==> src/design/bcdlh_pkg.sv <==
// ----------------------------------------------------------------------------
// bcdlh_pkg
// Shared constants and helper functions for the packed BCD encoder with a
// length header: widths, pipeline split and the double-dabble step.
// ----------------------------------------------------------------------------
package bcdlh_pkg;

    // Binary input and BCD result widths
    localparam int VALUE_W        = 32;
    localparam int DIGITS         = 10;
    localparam int BCD_W          = 4 * DIGITS;
    localparam int BYTE_W         = 8;
    localparam int MAX_PAIRS      = DIGITS / 2;
    localparam int PAIRS_W        = $clog2(MAX_PAIRS + 1);

    // Pipeline split: bits of the binary value consumed per stage
    localparam int BITS_PER_STAGE = 4;
    localparam int STAGES         = VALUE_W / BITS_PER_STAGE;

    // Largest digit that passes through a step without the +3 correction
    localparam logic [3:0] DIGIT_KEEP_MAX = 4'd4;
    localparam logic [3:0] DIGIT_ADJ      = 4'd3;

    // One double-dabble step: correct every digit above four, shift in a bit
    function automatic logic [BCD_W-1:0] dabble_step(
        input logic [BCD_W-1:0] bcd,
        input logic             bit_in
    );
        logic [BCD_W-1:0] adj;
        adj = bcd;
        for (int d = 0; d < DIGITS; d++) begin
            if (bcd[4*d +: 4] > DIGIT_KEEP_MAX) begin
                adj[4*d +: 4] = bcd[4*d +: 4] + DIGIT_ADJ;
            end
        end
        return {adj[BCD_W-2:0], bit_in};
    endfunction

    // Number of packed bytes needed: highest nonzero digit pair, at least one
    function automatic logic [PAIRS_W-1:0] pair_count(input logic [BCD_W-1:0] bcd);
        logic [PAIRS_W-1:0] cnt;
        cnt = PAIRS_W'(1);
        for (int p = 1; p < MAX_PAIRS; p++) begin
            if (bcd[BYTE_W*p +: BYTE_W] != '0) begin
                cnt = PAIRS_W'(p + 1);
            end
        end
        return cnt;
    endfunction

endpackage

==> src/design/binary_to_packed_bcd_length_header_top.sv <==
// ----------------------------------------------------------------------------
// binary_to_packed_bcd_length_header_top
// Encodes a 32-bit unsigned word as a byte count followed by packed BCD
// bytes, most significant pair first, with last marking the final byte.
// ----------------------------------------------------------------------------
// The byte serializer takes a new number only as it emits the last byte of the
//   current one; the eight-stage conversion pipeline accepts a word per cycle when not stalled.
// Reset (synchronous, active low) empties the pipeline and the serializer.
// ----------------------------------------------------------------------------
module binary_to_packed_bcd_length_header_top (
    input  logic                          i_clk,
    input  logic                          i_rst_n,
    input  logic                          i_in_valid,
    output logic                          o_in_stall,
    input  logic [bcdlh_pkg::VALUE_W-1:0] i_value,
    output logic                          o_out_valid,
    input  logic                          i_out_stall,
    output logic [bcdlh_pkg::BYTE_W-1:0]  o_out_byte,
    output logic                          o_last
);

    localparam int BCD_W   = bcdlh_pkg::BCD_W;
    localparam int BYTE_W  = bcdlh_pkg::BYTE_W;
    localparam int PAIRS_W = bcdlh_pkg::PAIRS_W;

    logic               pipe_rdy;
    logic               pipe_vld;
    logic [BCD_W-1:0]   pipe_bcd;
    logic               take;
    logic               adv;
    logic               done;
    logic [PAIRS_W-1:0] ld_pairs;
    logic [5:0]         ld_shift;

    logic               r_busy,  n_busy;
    logic [PAIRS_W-1:0] r_pairs, n_pairs;
    logic [PAIRS_W-1:0] r_idx,   n_idx;
    logic [BCD_W-1:0]   r_sh,    n_sh;
    logic               r_o_vld, n_o_vld;
    logic [BYTE_W-1:0]  r_o_byte, n_o_byte;
    logic               r_o_last, n_o_last;

    bcdlh_dabble_pipe u_pipe (
        .i_clk   (i_clk),
        .i_rst_n (i_rst_n),
        .i_vld   (i_in_valid),
        .i_value (i_value),
        .o_rdy   (pipe_rdy),
        .o_vld   (pipe_vld),
        .o_bcd   (pipe_bcd),
        .i_take  (take)
    );

    assign o_in_stall = !pipe_rdy;

    // Serializer handshake: output register free, current number finishing
    assign adv  = !r_o_vld || !i_out_stall;
    assign done = r_busy && (r_idx == r_pairs);
    assign take = adv && (!r_busy || done);

    // Left-align the leading pair so bytes leave from the top
    assign ld_pairs = bcdlh_pkg::pair_count(pipe_bcd);
    assign ld_shift = {3'(PAIRS_W'(bcdlh_pkg::MAX_PAIRS) - ld_pairs), 3'b000};

    // Next-state for the serializer and output register
    always_comb begin
        n_busy   = r_busy;
        n_pairs  = r_pairs;
        n_idx    = r_idx;
        n_sh     = r_sh;
        n_o_vld  = r_o_vld;
        n_o_byte = r_o_byte;
        n_o_last = r_o_last;
        if (adv) begin
            n_o_vld = r_busy;
            if (r_busy) begin
                n_o_last = (r_idx == r_pairs);
                if (r_idx == '0) begin
                    n_o_byte = BYTE_W'(r_pairs);
                end else begin
                    n_o_byte = r_sh[BCD_W-1 -: BYTE_W];
                    n_sh     = {r_sh[BCD_W-BYTE_W-1:0], {BYTE_W{1'b0}}};
                end
                n_idx = r_idx + PAIRS_W'(1);
            end
        end
        if (take && pipe_vld) begin
            n_busy  = 1'b1;
            n_pairs = ld_pairs;
            n_idx   = '0;
            n_sh    = pipe_bcd << ld_shift;
        end else if (take) begin
            n_busy = 1'b0;
        end
    end

    // Control registers
    always_ff @(posedge i_clk) begin
        if (!i_rst_n) begin
            r_busy  <= 1'b0;
            r_o_vld <= 1'b0;
        end else begin
            r_busy  <= n_busy;
            r_o_vld <= n_o_vld;
        end
    end

    // Payload registers
    always_ff @(posedge i_clk) begin
        r_pairs  <= n_pairs;
        r_idx    <= n_idx;
        r_sh     <= n_sh;
        r_o_byte <= n_o_byte;
        r_o_last <= n_o_last;
    end

    assign o_out_valid = r_o_vld;
    assign o_out_byte  = r_o_byte;
    assign o_last      = r_o_last;

endmodule

==> src/design/bcdlh_dabble_pipe.sv <==
// ----------------------------------------------------------------------------
// bcdlh_dabble_pipe
// Binary to BCD conversion pipeline. Each stage runs four double-dabble
// steps; a stage moves forward when it is empty or its successor moves.
// ----------------------------------------------------------------------------
module bcdlh_dabble_pipe (
    input  logic                          i_clk,
    input  logic                          i_rst_n,
    input  logic                          i_vld,
    input  logic [bcdlh_pkg::VALUE_W-1:0] i_value,
    output logic                          o_rdy,
    output logic                          o_vld,
    output logic [bcdlh_pkg::BCD_W-1:0]   o_bcd,
    input  logic                          i_take
);

    localparam int NS = bcdlh_pkg::STAGES;
    localparam int BW = bcdlh_pkg::BITS_PER_STAGE;

    logic                          r_vld [NS];
    logic [bcdlh_pkg::VALUE_W-1:0] r_bin [NS];
    logic [bcdlh_pkg::BCD_W-1:0]   r_bcd [NS];
    logic [bcdlh_pkg::VALUE_W-1:0] n_bin [NS];
    logic [bcdlh_pkg::BCD_W-1:0]   n_bcd [NS];
    logic                          stg_rdy [NS+1];

    // Ready chain, from the consumer back to the input
    assign stg_rdy[NS] = i_take;

    for (genvar s = 0; s < NS; s++) begin : g_stage
        logic                          in_vld;
        logic [bcdlh_pkg::VALUE_W-1:0] in_bin;
        logic [bcdlh_pkg::BCD_W-1:0]   in_bcd;

        if (s == 0) begin : g_first
            assign in_vld = i_vld;
            assign in_bin = i_value;
            assign in_bcd = '0;
        end else begin : g_next
            assign in_vld = r_vld[s-1];
            assign in_bin = r_bin[s-1];
            assign in_bcd = r_bcd[s-1];
        end

        assign stg_rdy[s] = !r_vld[s] || stg_rdy[s+1];

        // Four dependent shift/correct steps
        always_comb begin
            logic [bcdlh_pkg::VALUE_W-1:0] b;
            logic [bcdlh_pkg::BCD_W-1:0]   d;
            b = in_bin;
            d = in_bcd;
            for (int j = 0; j < BW; j++) begin
                d = bcdlh_pkg::dabble_step(d, b[bcdlh_pkg::VALUE_W-1]);
                b = {b[bcdlh_pkg::VALUE_W-2:0], 1'b0};
            end
            n_bin[s] = b;
            n_bcd[s] = d;
        end

        // Stage valid
        always_ff @(posedge i_clk) begin
            if (!i_rst_n) begin
                r_vld[s] <= 1'b0;
            end else if (stg_rdy[s]) begin
                r_vld[s] <= in_vld;
            end
        end

        // Stage payload
        always_ff @(posedge i_clk) begin
            if (stg_rdy[s] && in_vld) begin
                r_bin[s] <= n_bin[s];
                r_bcd[s] <= n_bcd[s];
            end
        end
    end

    assign o_rdy = stg_rdy[0];
    assign o_vld = r_vld[NS-1];
    assign o_bcd = r_bcd[NS-1];

endmodule

==> config.mk <==
export PLATFORM = sky130hd
export DESIGN_NAME = binary_to_packed_bcd_length_header_top
export DESIGN_NICKNAME = d
export VERILOG_FILES = /design/src/design/bcdlh_pkg.sv /design/src/design/binary_to_packed_bcd_length_header_top.sv /design/src/design/bcdlh_dabble_pipe.sv
export SDC_FILE = /design/constraint.sdc
export NUM_CORES = 1
export LEC_CHECK = 0
export ABC_CLOCK_PERIOD_IN_PS = 4500
export BUFFER_PORTS_ARGS = -buffer_cell sky130_fd_sc_hd__buf_2
export CAP_MARGIN = 20
export CORE_AREA = 2 2 280 282
export CTS_CLUSTER_SIZE = 30
export DETAILED_ROUTE_END_ITERATION = 8
export DIE_AREA = 0 0 282 284
export SYNTH_ARGS = -nofsm -noshare
export SYNTH_HDL_FRONTEND = slang
export SYNTH_SLANG_ARGS = --single-unit
export TNS_END_PERCENT = 30
==> constraint.sdc <==
create_clock -name i_clk -period 4.5 [get_ports i_clk]
set_input_delay 0.45 -clock i_clk [delete_from_list [all_inputs] [get_ports i_clk]]
set_output_delay 0.45 -clock i_clk [all_outputs]
set_load 0.1 [all_outputs]
-- Word level (Yosys, flattened, before mapping)
Memories as Yosys holds them, arrays and structs flattened.
Cells that the tools add are included.
- register bits: 57
- bits in latches: 0
- memory bits (writable): 552
- bits in read-only memories: 0
- bits of input ports: 36
- output and inout port bits: 11
- logic and storage cells: 985
- memories: 3
- $add $sub $neg: 288
- multipliers: 0
- divide/modulo/power cells: 0
- magnitude comparators: 286
- equal/unequal tests: 2
- shift operators: 1
- muxes and demuxes: 346
- bitwise operators: 8
- reductions and logical operators: 43
- memory list (name ; words ; width ; read ports ; clocked after Yosys merged registers in ; wr ports ; line ; text):
    u_pipe.r_bcd ; 8 ; 40 ; 8 ; 0 ; 8 ; bcdlh_dabble_pipe.sv:22 ; logic [bcdlh_pkg::BCD_W-1:0] r_bcd [NS];
    u_pipe.r_bin ; 8 ; 28 ; 7 ; 0 ; 8 ; bcdlh_dabble_pipe.sv:21 ; logic [bcdlh_pkg::VALUE_W-1:0] r_bin [NS];
    u_pipe.r_vld ; 8 ; 1 ; 8 ; 0 ; 8 ; bcdlh_dabble_pipe.sv:20 ; logic r_vld [NS];
- operator list (operator ; number):
    > comparator 4 x 3 -> 1 bit, second input constant ; 283
    adder 4 x 2 -> 4 bit, second input constant ; 255
    2-to-1 mux 4 bit ; 255
    2-to-1 mux 40 bit ; 4
    2-to-1 mux 3 bit ; 35
    adder 3 x 2 -> 3 bit, second input constant ; 28
    2-to-1 mux 1 bit ; 51
    << shifter 40 x 6 -> 40 bit ; 1
    nonzero test 8 bit ; 4
    zero test 1 bit ; 12
    logical AND 1 bit ; 11
    logical OR 1 bit ; 10
    OR 1 bit ; 8
    adder 1 x 2 -> 3 bit, both inputs constant ; 2
    > comparator 1 x 3 -> 1 bit, both inputs constant ; 2
    nonzero test 2 bit ; 3
    adder 1 x 2 -> 3 bit, second input constant ; 1
    adder 3 x 1 -> 3 bit, second input constant ; 1
    == test 3 bit ; 1
    > comparator 1 x 3 -> 1 bit, second input constant ; 1
    zero test 3 bit ; 1
    AND reduction 3 bit ; 1
    subtractor 3 bit, first input constant ; 1
    2-to-1 mux 2 bit ; 1
    2 further kinds ; 2

-- Depth between registers and ports, before layout
Gate-level depths: netlist of run 1.
- word-level depth: 16
- gate-level depth with buffers: 22
- mapped depth without buffers: 20

-- Hierarchy
A second synthesis of run 1 with hierarchy kept.
- cells, all modules: 3543
- area total of the unflattened synthesis: 30437.9 um2
- modules (own cells, without submodules) (module ; instances ; cells an instance ; area each (um2) ; seq. area each (um2)):
    bcdlh_dabble_pipe ; 1 ; 3215 ; 27106.0 ; 9148.8
    binary_to_packed_bcd_length_header_top ; 1 ; 328 ; 3331.9 ; 1661.6

-- Worst setup path after synthesis of run 1
No wires, ideal clock.
- kind: reg2reg
- start point: register r_o_vld (netlist: o_out_valid)
- end point: memory u_pipe.r_bcd[1][100] (netlist name), enable pin
- setup time: 0.504 ns
- arrival time: 4.189 ns
- data required time: 3.996 ns
- slack: -0.193 ns
- stages on the path, launching flop included: 4
- path buffers: 0
- clock period less this slack: 4.693 ns
- cell sequence: dfxtp_1 > nand2_1 > a21boi_0 > a21boi_0
- RTL lines (what ; line ; text):
    start: declaration ; binary_to_packed_bcd_length_header_top.sv:39 ; logic r_o_vld, n_o_vld;
    start signal: assignment ; binary_to_packed_bcd_length_header_top.sv:104 ; r_o_vld <= n_o_vld;
    end: declaration ; bcdlh_dabble_pipe.sv:22 ;

==> results of run 1 <==
## area by class of cell
type                       count  share of cell area, %
clock buffer                  49                   3.25
clock inverter                27                  0.733
inverter                     185                   2.05
multi-input combinational   2917                   55.1
sequential                   362                   32.0
tap                         1040                   3.85
timing repair buffer         149                   3.00
## stage by stage
step,util (%),setup slack (ns),instances,hold slack [ns]
6_report,43.9,0.276,4729,0.0358
3_3_place_gp,42.1,0.286,4650,0.400
3_5_place_dp,42.1,0.202,4650,0.405
5_1_grt,43.9,-0.0174,4729,0.00755
4_1_cts,43.8,0.171,4726,0.000722
2_1_floorplan,-,-0.193,3620,0.400
## report_power, final
| part | internal, mW | switching, mW |
|---|---|---|
| clock | 1.93 | 1.42 |
| combinational | 1.49 | 2.14 |
| sequential | 3.94 | 0.0894 |
| total | 7.37 | 3.65 |
## registers in the layout, summed over array words and instances (netlist names)
name / flops
o_out_byte: 8
o_out_valid: 1
u_pipe.r_bcd: 185
u_pipe.r_bin: 112
r_pairs: 3
r_sh: 40
r_busy: 1
u_pipe.r_vld: 8
o_last: 1
r_idx: 3
## logic make-up after synthesis
logic type / count (synthesis) / synth area share (%)
AOI/OAI and AO/OA: 1236 / 25.9
and+or+nand+nor: 1204 / 18.1
buffers and inverters: 341 / 4.37
adders and majority gates: 129 / 5.23
xor gates and xnor gates: 168 / 4.94
DFF: 362 / 35.2
muxes: 180 / 6.26
## worst max-delay path by stage
| stage | from | end | cells past startpoint |
|---|---|---|---|
| floorplan | o_out_valid | u_pipe.r_bcd[1][100] | 3 |
| global placement | u_pipe.r_bcd[1][40] | u_pipe.r_bcd[1][86] | 20 |
| detailed placement | u_pipe.r_bcd[1][40] | u_pipe.r_bcd[1][85] | 20 |
| CTS | u_pipe.r_bcd[1][40] | u_pipe.r_bcd[1][86] | 20 |
| global route | u_pipe.r_bcd[0][41] | u_pipe.r_bcd[0][82] | 17 |
| finish | u_pipe.r_bcd[1][108] | u_pipe.r_bcd[1][150] | 16 |
## cells in the mapped netlist (40+ instances only)
| library cell | number | area share, % |
|---|---|---|
| a21oi_1 | 308 | 5.0 |
| a21o_1 | 41 | 1.0 |
| nor2_1 | 352 | 4.3 |
| nand3_1 | 76 | 1.2 |
| mux2i_1 | 110 | 3.6 |
| clkbuf_1 | 124 | 1.5 |
| nand2_1 | 386 | 4.7 |
| a31oi_1 | 51 | 1.0 |
| edfxtp_1 | 356 | 35 |
| xnor2_1 | 132 | 3.8 |
| inv_1 | 179 | 2.2 |
| and2_1 | 43 | 0.88 |
| nor3_1 | 113 | 1.8 |
| o21ai_0 | 302 | 4.9 |
| o22ai_1 | 61 | 1.2 |
| mux2_2 | 60 | 2.2 |
| ha_1 | 125 | 5.1 |
| nor2b_1 | 40 | 0.82 |
| a211oi_1 | 41 | 1.0 |
| o21ai_1 | 41 | 0.67 |
## timing repair
action	in CTS	in global routing
gates resized for setup	0	16
endpoints found under the setup margin	0	21
buffers inserted	0	2
## per-layer routing
layer | routed length (um) | part of all wire, %
met2 | 31600 | 48
met3 | 2720 | 4.2
met4 | 1370 | 2.1
met5 | 13 | 0.020
met1 | 29700 | 45
==> impl_metrics.ini, run 1 <==
[power]
p_total_mw = 11.0
power.density_nw_per_um2 = 326
p_leak_nw = 12.6
ir_drop_mv = 0.355

[routing]
via_per_inst = 5.62
vias = 26562
drt_iter0_markers = 1913
wl_per_cell_um = 13.8
dr.pass1.iters = 6
drcViolationCount = 0
antenna_left = 0
wl_um = 65400

[global_routing]
overflow = 0
grt_pass1_vias = 24115
grt_max_degree = 43
busiest_layer = met2
grt_pass1_wl_um = 112000
grt_usage_pct = 15.9
antenna_found_initial = 1
grtUsageMet1_pct = 20.3
grt_use_met3_pct = 2.12
met2_usage_pct = 27.8

[placed_design]
dpl_cell_area_sq_um = 32400
place_congestion = 0.889
hpwl_um = 46700
io_buffer_count = 46

[outcome]
status = completed

[clock_network]
cts_buffer_depth = 3
h-tree-depth = 2
tritoncts = yes
cts_hold_buffers = 0
cts-root-buf = clkbuf_16
clk_pin_slew_worst_paths_ns = 0.06
clk_latency_ns = 0.59
clock-sinks = 362
cts_made_buffers = 43

[timing]
finalHoldViolations = 0
report.final.slew_viol_count = 0
min_period_ns = 4.22
tns_ns = 0
skew_ns = 0.0231
max-slew-margin-rel_pct = 31.7
fmaxAchievable_mhz = 237
fin_crit_sh_pct = 93.9
tightest_slew_ns = 1.02
finalSetupViolCount = 0

[die]
floorplan.initialDensity_pct = 39.9
pin_count = 47
die_x_um = 282
rows = 102
coreArea_sq_um = 77000
die_height_um = 284
dieArea_sq_um = 80100

[setup_path]
crit_family = simple AND/OR/NAND/NOR gates
rrSetupSlack_ns = 0.28
cpPeakStageDelay_ns = 0.46
crit_path_end_kind = register
worstPathArrival_ns = 4.55
rr_endpoint = u_pipe.r_bcd[1][150]
critPathMaxFanout = 7
cp-start-kind = register
r2r_start = u_pipe.r_bcd[1][108]
crit_chain = inv_1 -> ha_1 -> nor2b_1 -> o21a_1 -> or2_2 -> ha_1 -> or3b_2 -> a21oi_1 -> a211o_1 -> mux2_2 -> o21ai_0 -> a22oi_1 -> ha_2 -> o22a_1 -> a21oi_1 -> or3_1
required_ns = 4.83
crit_buf_inv = 1
r2r.worst_path.cells = 16
path_class = reg -> reg
critPathSlowestCell = or3b_2

[cells_and_area]
layout_commonest_cell = nand2_1
final_cell_mix = 386 x nand2_1, 356 x edfxtp_1, 352 x nor2_1, 306 x a21oi_1, 300 x o21ai_0
diodes = 0
nets = 3819
design_area_sq_um = 33800
final-seq-area_sq_um = 10800
areaGrowthSynthToFinish_pct = 10.2
drive_gt1_share_pct = 9.73
fillers = 7429
multiInputGateArea_sq_um = 18600

[synthesis]
avgSynthCellArea_sq_um = 8.48
syn_nets = 3781
synth-seq-cells = 362
netlist-cell-type-count = 113
synth-main-ff-cell = edfxtp_1
seq_area_frac_synth_pct = 35.2
syn_area_sq_um = 30700
yosys_warnings = 0
synthArstFlopShare_pct = 0
synth_edf_count = 356
syn_inst = 3620

[flow_run]
drv_cap = 0

[worst_hold_path]
hp-class = in -> reg
min_path_cells = 1
hold_path_end = u_pipe.r_bin[0][20]
min-delay-start = i_value[20]
Note: power is estimated with default switching activity, not from simulation.
==> run 2: changes to the inputs <==
--- a/config.mk
+++ b/config.mk
@@ -12,6 +12,8 @@
 export CTS_CLUSTER_SIZE = 30
 export DETAILED_ROUTE_END_ITERATION = 8
 export DIE_AREA = 0 0 282 284
+export RECOVER_POWER = 50
+export SETUP_SLACK_MARGIN = 0.3
 export SYNTH_ARGS = -nofsm -noshare
 export SYNTH_HDL_FRONTEND = slang
 export SYNTH_SLANG_ARGS = --single-unit
==> impl_metrics.ini, run 2 (synthesis results as in run 1) <==
[global_routing]
overflow = 0
grt_max_degree = 43
antenna_found_initial = 1
grt_pass1_vias = 24144
busiest_layer = met2
grt_usage_pct = 15.9
grt_use_met3_pct = 2.12
grt_pass1_wl_um = 112000
met2_usage_pct = 27.8
grtUsageMet1_pct = 20.3

[timing]
min_period_ns = 4.07
finalSetupViolCount = 0
holdWs_ns = 0.0369
rsz0062_at_grt = true
report.final.slew_viol_count = 109
max-slew-margin-rel_pct = -55.6
tightest_slew_ns = 2.33
fmaxAchievable_mhz = 246
skew_ns = 0.0220
finalHoldViolations = 0
fin_crit_sh_pct = 90.5

[cells_and_area]
final_cell_mix = 384 x nand2_1, 356 x edfxtp_1, 351 x nor2_1, 301 x a21oi_1, 297 x o21ai_0
areaGrowthSynthToFinish_pct = 11.1
nets = 3843
layout_commonest_cell = nand2_1
diodes = 0
top_regs = u_pipe.r_bcd: 185 flops, u_pipe.r_bin: 112 flops, r_sh: 40 flops
regMostFlops = u_pipe.r_bcd
stdcell_count = 4753
fillers = 7412
drive_gt1_share_pct = 10.9
largest_reg_flops = 185

[setup_path]
cp-start-kind = register
rrSetupSlack_ns = 0.43
required_ns = 4.83
critical_path_depth = 16
r2r.worst_path.cells = 16
critPathSlowestCell = or3b_2
crit_chain = inv_1 -> ha_2 -> nor2b_2 -> o21a_1 -> or2_2 -> ha_2 -> or3b_2 -> a21oi_1 -> a211o_1 -> mux2_4 -> o21ai_0 -> a22oi_1 -> ha_2 -> o22a_1 -> a21oi_1 -> or3_1
critPathMaxFanout = 7
rr_endpoint = u_pipe.r_bcd[1][150]
crit_path_end_kind = register
crit_buf_inv = 1
crit_top_cell = ha_2
crit_family = simple AND/OR/NAND/NOR gates
worstPathArrival_ns = 4.40
cpPeakStageDelay_ns = 0.44
cp-endpoint = u_pipe.r_bcd[1][150]
worstSetupStartpoint = u_pipe.r_bcd[1][108]
path_class = reg -> reg
r2r_start = u_pipe.r_bcd[1][108]

[clock_network]
cts_hold_buffers = 0
tritoncts = yes
clock-sinks = 362
h-tree-depth = 2
cts_made_buffers = 43
cts_buffer_depth = 3
clk_latency_ns = 0.59
cts-root-buf = clkbuf_16
clk_pin_slew_worst_paths_ns = 0.06

[routing]
wl_per_cell_um = 13.8
drt_iter0_markers = 1961
drcViolationCount = 0
wl_um = 65800
via_per_inst = 5.63
vias = 26753
antenna_left = 0
dr.pass1.iters = 8

[flow_run]
drv_cap = 3

[power]
p_int_mw = 7.41
p_leak_nw = 12.6
pwr-share-clk_pct = 30.2
seqPwrFrac_pct = 36.4
p_switching_mw = 3.67
comb_power_share_pct = 33.4
ir_drop_mv = 0.358
switching_share_pct = 33.1
power.density_nw_per_um2 = 325

[placed_design]
hpwl_um = 46700
dpl.cell_count = 4650
io_buffer_count = 46
place_congestion = 0.889

[die]
pin_count = 47
rows = 102
coreArea_sq_um = 77000
floorplan.initialDensity_pct = 39.9
die_x_um = 282
dieArea_sq_um = 80100
die_height_um = 284

[worst_hold_path]
hp-class = in -> reg

[outcome]
status = complete, but fails checks
violations = capacitance limit, slew limit
## run 2: cell types whose count changed in the layout (fill, tap and decap cells not counted), moves of 5 or more
cell,previous run,this run
ha_1,119,107
and2_0,2,7
buf_4,102,120
mux2i_1,107,101
ha_2,6,15
buf_2,46,31
and2_1,43,38
mux2i_2,10,16
a21oi_2,3,8
a21oi_1,306,301
clkbuf_1,6,26
## run 2: final cells by class
cell class | instances | area, sq um | share of cell area [%]
repair buffers | 173 | 1140 | 3.35
inverters | 185 | 694 | 2.04
well taps | 1040 | 1300 | 3.82
clock buffers | 49 | 1100 | 3.22
multi-input cells | 2917 | 18800 | 55.1
flip-flops and latches | 362 | 10800 | 31.7
clock inverters | 27 | 248 | 0.726
## run 2: stage by stage
stage / util (%) / cell area, sq um / setup TNS (ns) / power (mW) / setup WS, ns
after CTS: 43.9 / 33800 / 0 / 11.1 / 0.304
after floorplan: - / 30700 / -20.99 / 7.02 / -0.193
after global routing: 44.3 / 34100 / 0 / 11.8 / 0.189
after detailed placement: 42.1 / 32400 / 0 / 7.69 / 0.202
after global placement: 42.1 / 32400 / 0 / 7.66 / 0.286
final: 44.3 / 34100 / 0 / 11.1 / 0.430
## run 2: worst min path at each step
| stage | cells past startpoint | slack [ns] | from | to |
|---|---|---|---|---|
| floorplan | 0 | 0.40 | u_pipe.r_bin[0][80] | u_pipe.r_bcd[0][120] |
| global placement | 0 | 0.40 | u_pipe.r_bin[0][22] | u_pipe.r_bin[0][54] |
| detailed placement | 0 | 0.40 | u_pipe.r_bin[0][71] | u_pipe.r_bin[0][103] |
| CTS | 1 | 0.0007 | i_value[20] | u_pipe.r_bin[0][20] |
| global route | 1 | 0.008 | i_value[12] | u_pipe.r_bin[0][12] |
| finish | 1 | 0.04 | i_value[20] | u_pipe.r_bin[0][20] |
## run 2: what timing repair did
item / CTS / global route
buffers inserted: 3 / 23
pin swaps: 0 / 11
resized for setup: 2 / 72
cloned: 0 / 0
setup endpoints to repair: 4 / 76
## run 2: per-layer routing
| layer | up-vias | part of all wire (%) | wire [um] |
|---|---|---|---|
| met5 | - | 0.020 | 13 |
| met4 | 2 | 2.2 | 1460 |
| met3 | 107 | 4.1 | 2720 |
| met2 | 600 | 48 | 31900 |
| met1 | 12320 | 45 | 29700 |
| li1 | 13724 | - | - |
## run 2: power groups by stage
stage | logic (mW) | clock network, mW | registers, mW
after floorplan | 2.96 | 0 | 4.06
after global placement | 3.56 | 0 | 4.10
after detailed placement | 3.58 | 0 | 4.10
after CTS | 3.60 | 3.47 | 4.03
after global routing | 4.20 | 3.59 | 4.05
final | 3.70 | 3.35 | 4.04
